### config.mk
export PLATFORM = sky130hd
export DESIGN_NAME = tcp_div
export DESIGN_NICKNAME = d
export VERILOG_FILES = /design/src/rtl/triangle_cull_and_project_unit_assert.svh /design/src/rtl/tcp_pkg.sv /design/src/rtl/tcp_div.sv
export SDC_FILE = /design/constraint.sdc
export NUM_CORES = 2
export LEC_CHECK = 0
export ABC_AREA = 0
export BUFFER_PORTS_ARGS = -buffer_cell sky130_fd_sc_hd__buf_2
export CAP_MARGIN = 10
export CORE_MARGIN = 3
export CORE_UTILIZATION = 25
export DETAILED_ROUTE_END_ITERATION = 10
export PLACE_DENSITY_LB_ADDON = 0.1
export SYNTH_ARGS = -nofsm -noshare
export SYNTH_HDL_FRONTEND = slang
export SYNTH_SLANG_ARGS = --single-unit
export TNS_END_PERCENT = 10
### constraint.sdc
create_clock -name clock -period 5.95 [get_ports clock]
set_clock_uncertainty 0.1 [all_clocks]
set_input_delay 0.595 -clock clock [delete_from_list [all_inputs] [get_ports clock]]
set_output_delay 0.595 -clock clock [all_outputs]
set_load 0.02 [all_outputs]
### src/rtl/triangle_cull_and_project_unit_assert.svh
// ----------------------------------------------------------------------------
// Assertion macros for the triangle cull and project unit
// Clocked on clock, disabled while reset is high.
// ----------------------------------------------------------------------------
`ifndef TRIANGLE_CULL_AND_PROJECT_UNIT_ASSERT_SVH
`define TRIANGLE_CULL_AND_PROJECT_UNIT_ASSERT_SVH

// same-cycle implication
`define TCP_ASSERT_NOW(lbl, ante, cons) \
   lbl: assert property (@(posedge clock) disable iff (reset) (ante) |-> (cons)) \
      else $error("tcp assertion failed");

// next-cycle implication
`define TCP_ASSERT_NEXT(lbl, ante, cons) \
   lbl: assert property (@(posedge clock) disable iff (reset) (ante) |=> (cons)) \
      else $error("tcp assertion failed");

`endif

### src/rtl/tcp_pkg.sv
// ----------------------------------------------------------------------------
// tcp_pkg
// Types, widths and helpers shared by the cull and project pipeline.
// ----------------------------------------------------------------------------
`default_nettype none

package tcp_pkg;

   localparam int FRAC_BITS = 16;
   localparam int CRD_W     = 32;
   localparam int T_W       = 33;   // translated / difference coordinate
   localparam int W_W       = 34;   // w after zero substitution
   localparam int SUM_W     = 67;   // projected coordinate plus w scaled
   localparam int NUM_W     = 81;   // numerator after viewport scale
   localparam int DW_W      = 33;   // |w|
   localparam int Q_W       = 17;   // quotient bits before saturation
   localparam int RW        = 34;   // divider remainder
   localparam int MP_W      = NUM_W - FRAC_BITS;
   localparam int IMG_W     = 13;
   localparam int PIX_W     = 16;
   localparam int LO_SPLIT  = 34;

   localparam int CULL_LAT  = 7;
   localparam int PROJ_LAT  = 5;
   localparam int DIV_LAT   = Q_W + 4;
   localparam int TOTAL_LAT = PROJ_LAT + DIV_LAT;
   localparam int VIS_DLY   = TOTAL_LAT - CULL_LAT;

   typedef enum logic [2:0] {
      REG_CAM_X,
      REG_CAM_Y,
      REG_CAM_Z,
      REG_SCALE_X,
      REG_SKEW_X,
      REG_SCALE_Y,
      REG_IMG_W,
      REG_IMG_H
   } tcp_reg_type;

   typedef struct packed {
      logic signed [CRD_W-1:0] cam_x;
      logic signed [CRD_W-1:0] cam_y;
      logic signed [CRD_W-1:0] cam_z;
      logic signed [CRD_W-1:0] scale_x;
      logic signed [CRD_W-1:0] skew_x;
      logic signed [CRD_W-1:0] scale_y;
      logic [IMG_W-1:0]        img_w;
      logic [IMG_W-1:0]        img_h;
   } tcp_cfg_type;

   typedef struct packed {
      logic signed [NUM_W-1:0] num;
      logic [DW_W-1:0]         dw;
      logic                    wneg;
   } tcp_div_in_type;

   function automatic logic signed [T_W-1:0] sub_ext(input logic signed [CRD_W-1:0] a,
                                                    input logic signed [CRD_W-1:0] b);
      return {a[CRD_W-1], a} - {b[CRD_W-1], b};
   endfunction

endpackage

`default_nettype wire

### src/rtl/tcp_div.sv
// ----------------------------------------------------------------------------
// tcp_div
// Pipelined rounding divide num / (2 w 2^F), one quotient bit per stage,
// then saturation to 16 bits.
// ----------------------------------------------------------------------------
`default_nettype none

module tcp_div (
   input  wire                            clock,
   input  wire                            en,
   input  wire tcp_pkg::tcp_div_in_type   din,
   output logic signed [tcp_pkg::PIX_W-1:0] pix
);
   import tcp_pkg::*;

   logic [NUM_W-1:0]   n_ff;
   logic [DW_W-1:0]    dw1_ff, dw2_ff;
   logic               neg1_ff, neg2_ff;
   logic [MP_W-1:0]    mp_ff;
   logic [NUM_W:0]     m_in;

   logic [RW-1:0]      r_ff   [Q_W+1];
   logic [Q_W-1:0]     lo_ff  [Q_W+1];
   logic [Q_W-1:0]     q_ff   [Q_W+1];
   logic [DW_W-1:0]    dw_ff  [Q_W+1];
   logic               neg_ff [Q_W+1];
   logic               ovf_ff [Q_W+1];
   logic [PIX_W-1:0]   pix_ff;

   // rounding: add half the divisor, then drop the 2^(F+1) factor
   assign m_in = (NUM_W+1)'(n_ff) + ((NUM_W+1)'(dw1_ff) << FRAC_BITS);

   always_ff @(posedge clock) begin
      if (en) begin
         n_ff    <= din.num[NUM_W-1] ? NUM_W'(-din.num) : NUM_W'(din.num);
         neg1_ff <= din.num[NUM_W-1] ^ din.wneg;
         dw1_ff  <= din.dw;

         mp_ff   <= MP_W'(m_in >> (FRAC_BITS + 1));
         neg2_ff <= neg1_ff;
         dw2_ff  <= dw1_ff;

         ovf_ff[0] <= mp_ff >= (MP_W'(dw2_ff) << Q_W);
         r_ff[0]   <= RW'(mp_ff >> Q_W);
         lo_ff[0]  <= mp_ff[Q_W-1:0];
         q_ff[0]   <= '0;
         dw_ff[0]  <= dw2_ff;
         neg_ff[0] <= neg2_ff;
      end
   end

   for (genvar k = 0; k < Q_W; k++) begin : g_step
      logic [RW-1:0] t;
      logic          take;
      always_comb begin
         t    = {r_ff[k][RW-2:0], lo_ff[k][Q_W-1-k]};
         take = t >= RW'(dw_ff[k]);
      end
      always_ff @(posedge clock) begin
         if (en) begin
            r_ff[k+1]   <= take ? t - RW'(dw_ff[k]) : t;
            q_ff[k+1]   <= q_ff[k] | (Q_W'(take) << (Q_W-1-k));
            lo_ff[k+1]  <= lo_ff[k];
            dw_ff[k+1]  <= dw_ff[k];
            neg_ff[k+1] <= neg_ff[k];
            ovf_ff[k+1] <= ovf_ff[k];
         end
      end
   end

   always_ff @(posedge clock) begin
      if (en) begin
         if (neg_ff[Q_W]) begin
            if (ovf_ff[Q_W] || q_ff[Q_W] > Q_W'(32768)) pix_ff <= 16'h8000;
            else pix_ff <= PIX_W'(-q_ff[Q_W]);
         end else begin
            if (ovf_ff[Q_W] || q_ff[Q_W] > Q_W'(32767)) pix_ff <= 16'h7FFF;
            else pix_ff <= PIX_W'(q_ff[Q_W]);
         end
      end
   end

   assign pix = pix_ff;

endmodule

`default_nettype wire

## Word-level counts from Yosys, hierarchy flattened

Memories as Yosys holds them, arrays and structs flattened.
Cells that the tools add are included.

| storage, ports and cells | value |
|---|---|
| register bits after elaboration | 230 |
| bits in writable memories | 1,854 |
| bits of input ports | 117 |
| output and inout bits | 16 |
| logic and storage cells | 97 |
| memories | 6 |

| cells by class | value |
|---|---|
| add/subtract/negate cells | 20 |
| order comparisons | 20 |
| mux-type cells | 23 |
| bitwise gates (word level) | 18 |
| reductions and logical operators | 2 |

Memories:

| memory | depth | width | read ports | clocked after memory_dff | write ports | line | text |
|---|---|---|---|---|---|---|---|
| r_ff | 18 | 34 | 17 | 0 | 18 | tcp_div.sv:22 | `logic [RW-1:0] r_ff [Q_W+1];` |
| dw_ff | 18 | 33 | 17 | 0 | 18 | tcp_div.sv:25 | `logic [DW_W-1:0] dw_ff [Q_W+1];` |
| lo_ff | 18 | 17 | 17 | 0 | 18 | tcp_div.sv:23 | `logic [Q_W-1:0] lo_ff [Q_W+1];` |
| q_ff | 18 | 17 | 18 | 0 | 18 | tcp_div.sv:24 | `logic [Q_W-1:0] q_ff [Q_W+1];` |
| neg_ff | 18 | 1 | 18 | 0 | 18 | tcp_div.sv:26 | `logic neg_ff [Q_W+1];` |
| ovf_ff | 18 | 1 | 18 | 0 | 18 | tcp_div.sv:27 | `logic ovf_ff [Q_W+1];` |

Operators by type and width:

| kind | count |
|---|---|
| 34-bit by 33-bit >= comparator with 1-bit output | 17 |
| 34-bit 2-to-1 mux | 17 |
| 34-bit by 33-bit subtractor with 34-bit output | 17 |
| 81-bit by 49-bit adder with 82-bit output | 1 |
| 81-bit negator | 1 |
| 80-bit 2-to-1 mux | 1 |
| 65-bit by 50-bit >= comparator with 1-bit output | 1 |
| 16-bit 2-to-1 mux | 3 |
| 17-bit by 15-bit greater-than comparator with 1-bit output (second input constant) | 1 |
| 17-bit by 16-bit greater-than comparator with 1-bit output (second input constant) | 1 |
| 17-bit by 1-bit bitwise OR with 17-bit output | 1 |
| 17-bit by 10-bit bitwise OR with 17-bit output | 1 |
| 17-bit by 11-bit bitwise OR with 17-bit output | 1 |
| 17-bit by 12-bit bitwise OR with 17-bit output | 1 |
| 17-bit by 13-bit bitwise OR with 17-bit output | 1 |
| 17-bit by 14-bit bitwise OR with 17-bit output | 1 |
| 17-bit by 15-bit bitwise OR with 17-bit output | 1 |
| 17-bit by 16-bit bitwise OR with 17-bit output | 1 |
| 17-bit bitwise OR | 1 |
| 17-bit by 2-bit bitwise OR with 17-bit output | 1 |
| 17-bit by 3-bit bitwise OR with 17-bit output | 1 |
| 17-bit by 4-bit bitwise OR with 17-bit output | 1 |
| 17-bit by 5-bit bitwise OR with 17-bit output | 1 |
| 17-bit by 6-bit bitwise OR with 17-bit output | 1 |
| other kinds (7) | 9 |

## Logic depth before layout (Yosys ltp)

| logic depth | value |
|---|---|
| depth after elaboration | 4 |
| gate-level depth with buffers | 18 |
| depth with buffers taken out | 16 |

## Least setup slack after synthesis

Ideal clock, no wire load.

| timing path | value |
|---|---|
| kind | input port to flip-flop |
| from | input din[62] in the netlist's numbering |
| to | register n_ff[79], data pin |
| setup time | 0.259 ns |
| arrival | 5.134 ns |
| slack | 0.457 ns |
| stages | 14 |
| buffers on the path | 2 |
| cell sequence | or4_4 -> nor4_4 -> nand2_2 -> nand4bb_4 -> or4_4 -> or4_4 -> or2_4 -> or4_4 -> or4_4 -> buf_6 -> or4_1 -> buf_2 -> or3_1 -> a211o_1 |

| on the way | value |
|---|---|
| cells in the longest elaborated chain, start to end | 2 |

RTL lines:

| item | line | text |
|---|---|---|
| start, declared | tcp_div.sv:11 | `input wire tcp_pkg::tcp_div_in_type din,` |
| 81-bit negator | tcp_div.sv:35 | `n_ff <= din.num[NUM_W-1] ? NUM_W'(-din.num) : NUM_W'(din.num);` |
| 80-bit 2-to-1 mux | tcp_div.sv:35 |  |
| end signal, assigned | tcp_div.sv:35 |  |
| end, declared | tcp_div.sv:16 | `logic [NUM_W-1:0] n_ff;` |

Every way passes these cells.
A chain may end at the register's enable or synchronous reset.

## Final worst setup path

| timing path | value |
|---|---|
| from | input din[60] in the netlist's numbering |
| to | register n_ff[77], data pin |

The elaborated chain is that of the path after synthesis.

==> results by group <==
Run status
  • Outcome: complete, no violations

Synthesis
  • Area share of the leading cell type in the synthesized netlist: 0.563
  • Most instantiated library cell after synthesis: edfxtp_1
  • Cell count after synthesis: 7558
  • FF+latch count, synth: around 1700
  • Net Count, Synth: 8320
  • Share of synthesized area occupied by flip-flops and latches: 0.563
  • Primary flip-flop cell chosen by synthesis mapping: edfxtp_1
  • Total standard cell area after synthesis: ~0.09 mm²
  • Most frequent cells after synthesis: 1678 x edfxtp_1, 776 x inv_1, 628 x ha_1
  • Count of flip-flops with a built-in enable after synthesis: approximately 1700
  • Largest area contributor in the netlist: edfxtp_1
  • Fraction of synthesis flops using an asynchronous set or reset pin: 0
  • Per-instance average area after synthesis: 11.8 µm²
  • Number of synthesis warnings: 0
  • Count of unique library cells instantiated by Yosys: slightly below 80
  • Area contributors post-synth: edfxtp_1 56%, ha_1 8.8%, xnor2_1 3.9%

Routing
  • Drc violations: 0
  • Via/cell ratio: 4.41
  • Detailed-route via count: 56600
  • First DRT Iteration DRCs: approximately 2400
  • Detailed-route wire length per cell: between 15 and 20 µm
  • Total wire length after detailed routing: ~220 mm
  • First-pass detailed-route iteration total: 6
  • Post-detailed-route count of antenna-violating nets: 0

Timing
  • Setup WS post-layout: ~170 ps
  • Unrepaired setup endpoints after global routing: no
  • Least-Margin Pin Slew: 989 ps
  • Count of final setup violators: 0
  • Number of hold-slack violations in the final timing report: 0
  • Final setup TNS: 0 ps
  • Maximum achievable frequency: 173 MHz
  • Headroom to the max-slew limit: 0.331
  • Period utilisation layout: 0.972
  • Final count of pins violating max slew: 0
  • Shortest clock period the worst path allows after layout: roughly 5800 ps

Clock tree
  • Clock-pin slew on the worst setup and hold paths: around 60 ps
  • Root buffer selected by CTS: clkbuf_16
  • Deepest level of the CTS H-tree: 4
  • Setup fix buffers added after clock tree synthesis: 0
  • TritonCTS buffer count: about 210
  • Clock Path Buffers: 4
  • Clock latency reported for the late side of the worst-skew pair: 880 ps
  • TritonCTS clock tree: built
  • Number of buffers inserted for hold repair after clock tree synthesis: 105
  • Resized cells post-CTS: 0
  • CTS sink cnt: roughly 1700

Job
  • Max-Cap Viols: 0

Power
  • Peak ir drop on the vdd network: 0.231 mV
  • Power density of the placed cells: 500 mW/mm²
  • Static leakage power: ~41 nW

Hold path
  • Worst Hold Depth: 1
  • Hold path startpoint: en
  • Kind of path behind the tightest hold check: primary input to flop
  • Worst hold path endpoint: dw_ff[0][28]$_DFFE_PP_

Setup path
  • Number of buffer and inverter instances along the worst setup path: 4
  • CP Max Fanout: 5
  • Delay of the slowest cell on the worst path: between 500 and 600 ps
  • Category of the critical setup timing path: primary input to flop
  • Category of the worst setup path capture point: flop
  • Most prevalent standard cell on the critical path: or4_4
  • Cell Chain, Critical Path: dlygate4sd3_1, buf_2, or4_4, nor4_4, nand2_2, nand4bb_4, or4_4, or4_4, or2_4, or4_4, or4_4, or4_1, buf_4, o31ai_1, xnor2_1, dlygate4sd3_1
  • Cell family with most CP delay: simple AND/OR/NAND/NOR gates
  • Capture instance of the worst register-to-register path: r_ff[3][1]$_DFFE_PP_
  • Cell count of the worst reg-to-reg path: 17
  • Data arrival time of the worst path: 6290 ps
  • Worst r2r src: lo_ff[2][14]$_DFFE_PP_
  • Flop-to-flop setup slack: roughly 620 ps
  • Required time reported for the critical path endpoint: 6450 ps
  • Kind of launch point of the worst setup path: primary input
  • CP max stage cell: or4_4

Die
  • Effective utilization at floorplan: 0.251
  • Die Span X: between 600 and 700 µm
  • Die Y: 604 µm
  • Core area: between 0.3 and 0.4 mm²
  • Placement row count: approximately 220
  • # IOs: about 130
  • Floorplan die area: between 0.3 and 0.4 mm²

Placement
  • DP Wirelength: between 150 and 200 mm
  • Total cell area at the placement stage: 0.0966 mm²
  • Buffers on Ports: 132
  • Placer's final routability congestion estimate: approximately 0.87
  • Pre-CTS WS: roughly 130 ps
  • Number of instances in the placed design: ~12000

Layout
  • Final core utilization: 0.293
  • Share of final-layout standard cells stronger than drive strength 1: 0.0975
  • Syn-to-layout area delta: 16.4%
  • Final net count: ~8700
  • Fin area: 0.104 mm²
  • Non-filler instance count after layout: approximately 13000

Global route
  • Tot GR Track Use: 0.117
  • Via count of the first global-routing pass: between 60000 and 70000
  • Antenna violations before repair: 4
  • Global-route congestion overflow total: 0
  • Wire length of the first global-routing pass: roughly 340 mm
  • Largest net degree at the start of global routing: between 100 and 150
[worst max-delay path by stage]
stage / startpoint / endpoint / depth (start not counted) / slack, ps
floorplan: din[62] / n_ff[79]$_DFFE_PP_ / 14 / 460
global placement: din[40] / n_ff[75]$_DFFE_PP_ / 18 / -40
detailed placement: din[40] / n_ff[75]$_DFFE_PP_ / 18 / 130
CTS: din[62] / n_ff[77]$_DFFE_PP_ / 16 / 190
global route: din[60] / n_ff[77]$_DFFE_PP_ / 16 / 30
finish: din[60] / n_ff[77]$_DFFE_PP_ / 16 / 170
[logic make-up after synthesis]
family / Yosys count / synth area share
and+or+nand+nor: 1505 / 0.0826
xor gates and xnor gates: 590 / 0.0577
buffers and inverters: 949 / 0.0399
AOI/OAI and AO/OA: 1954 / 0.136
adders and majority gates: 645 / 0.0915
DFF: 1678 / 0.563
muxes: 237 / 0.0296
[area by class of cell]
class / count / area, µm²
fillers: 36100 / 252000
clock inverters: 104 / 1030
flip-flops and latches: 1678 / 50400
diodes: 2 / 5.00
inverters: 776 / 2910
clock buffers: 263 / 5560
repair buffers: 333 / 2690
multi-input cells: 4931 / 35700
well taps: 4751 / 5940
[power breakdown]
part	internal [mW]	switching [mW]	leakage, nW
sequential	16.9	1.48	16.4
clock	7.39	5.04	3.21
combinational	9.25	12.1	21.6
total	33.5	18.6	41.2
[sequential cells by signal, summed over array words and instances, names as in the netlist, 16 cells and up]
signal and flops:
q_ff 153, pix 16, lo_ff 153, neg_ff 18
dw1_ff 33, n_ff 65, r_ff 561, dw2_ff 33
mp_ff 65, dw_ff 561, ovf_ff 18
[metrics by stage]
step | power (mW) | hold slack [ps]
2_1_floorplan | 33.7 | 300
3_3_place_gp | 39.9 | 301
3_5_place_dp | 40.0 | 305
4_1_cts | 53.0 | 7.34
5_1_grt | 56.1 | 132
6_report | 52.1 | 197
[layout by cell type (no fill, tap or decap), types with 215 or more instances in the layout]
cell type	n
mux2_2	220
ha_1	628
xnor2_1	397
nor2_1	343
o21ai_0	465
nand2_1	465
edfxtp_1	1678
clkbuf_16	215
a21o_1	356
a21oi_1	605
inv_1	776
[routing by layer]
metal / GRT usage / wire length (µm)
met2: 0.229 / 116000
met5: 0 / 0
met4: 0.0574 / 11700
met1: 0.121 / 83100
met3: 0.0169 / 5820
Note: power is estimated with default switching activity, not from simulation.
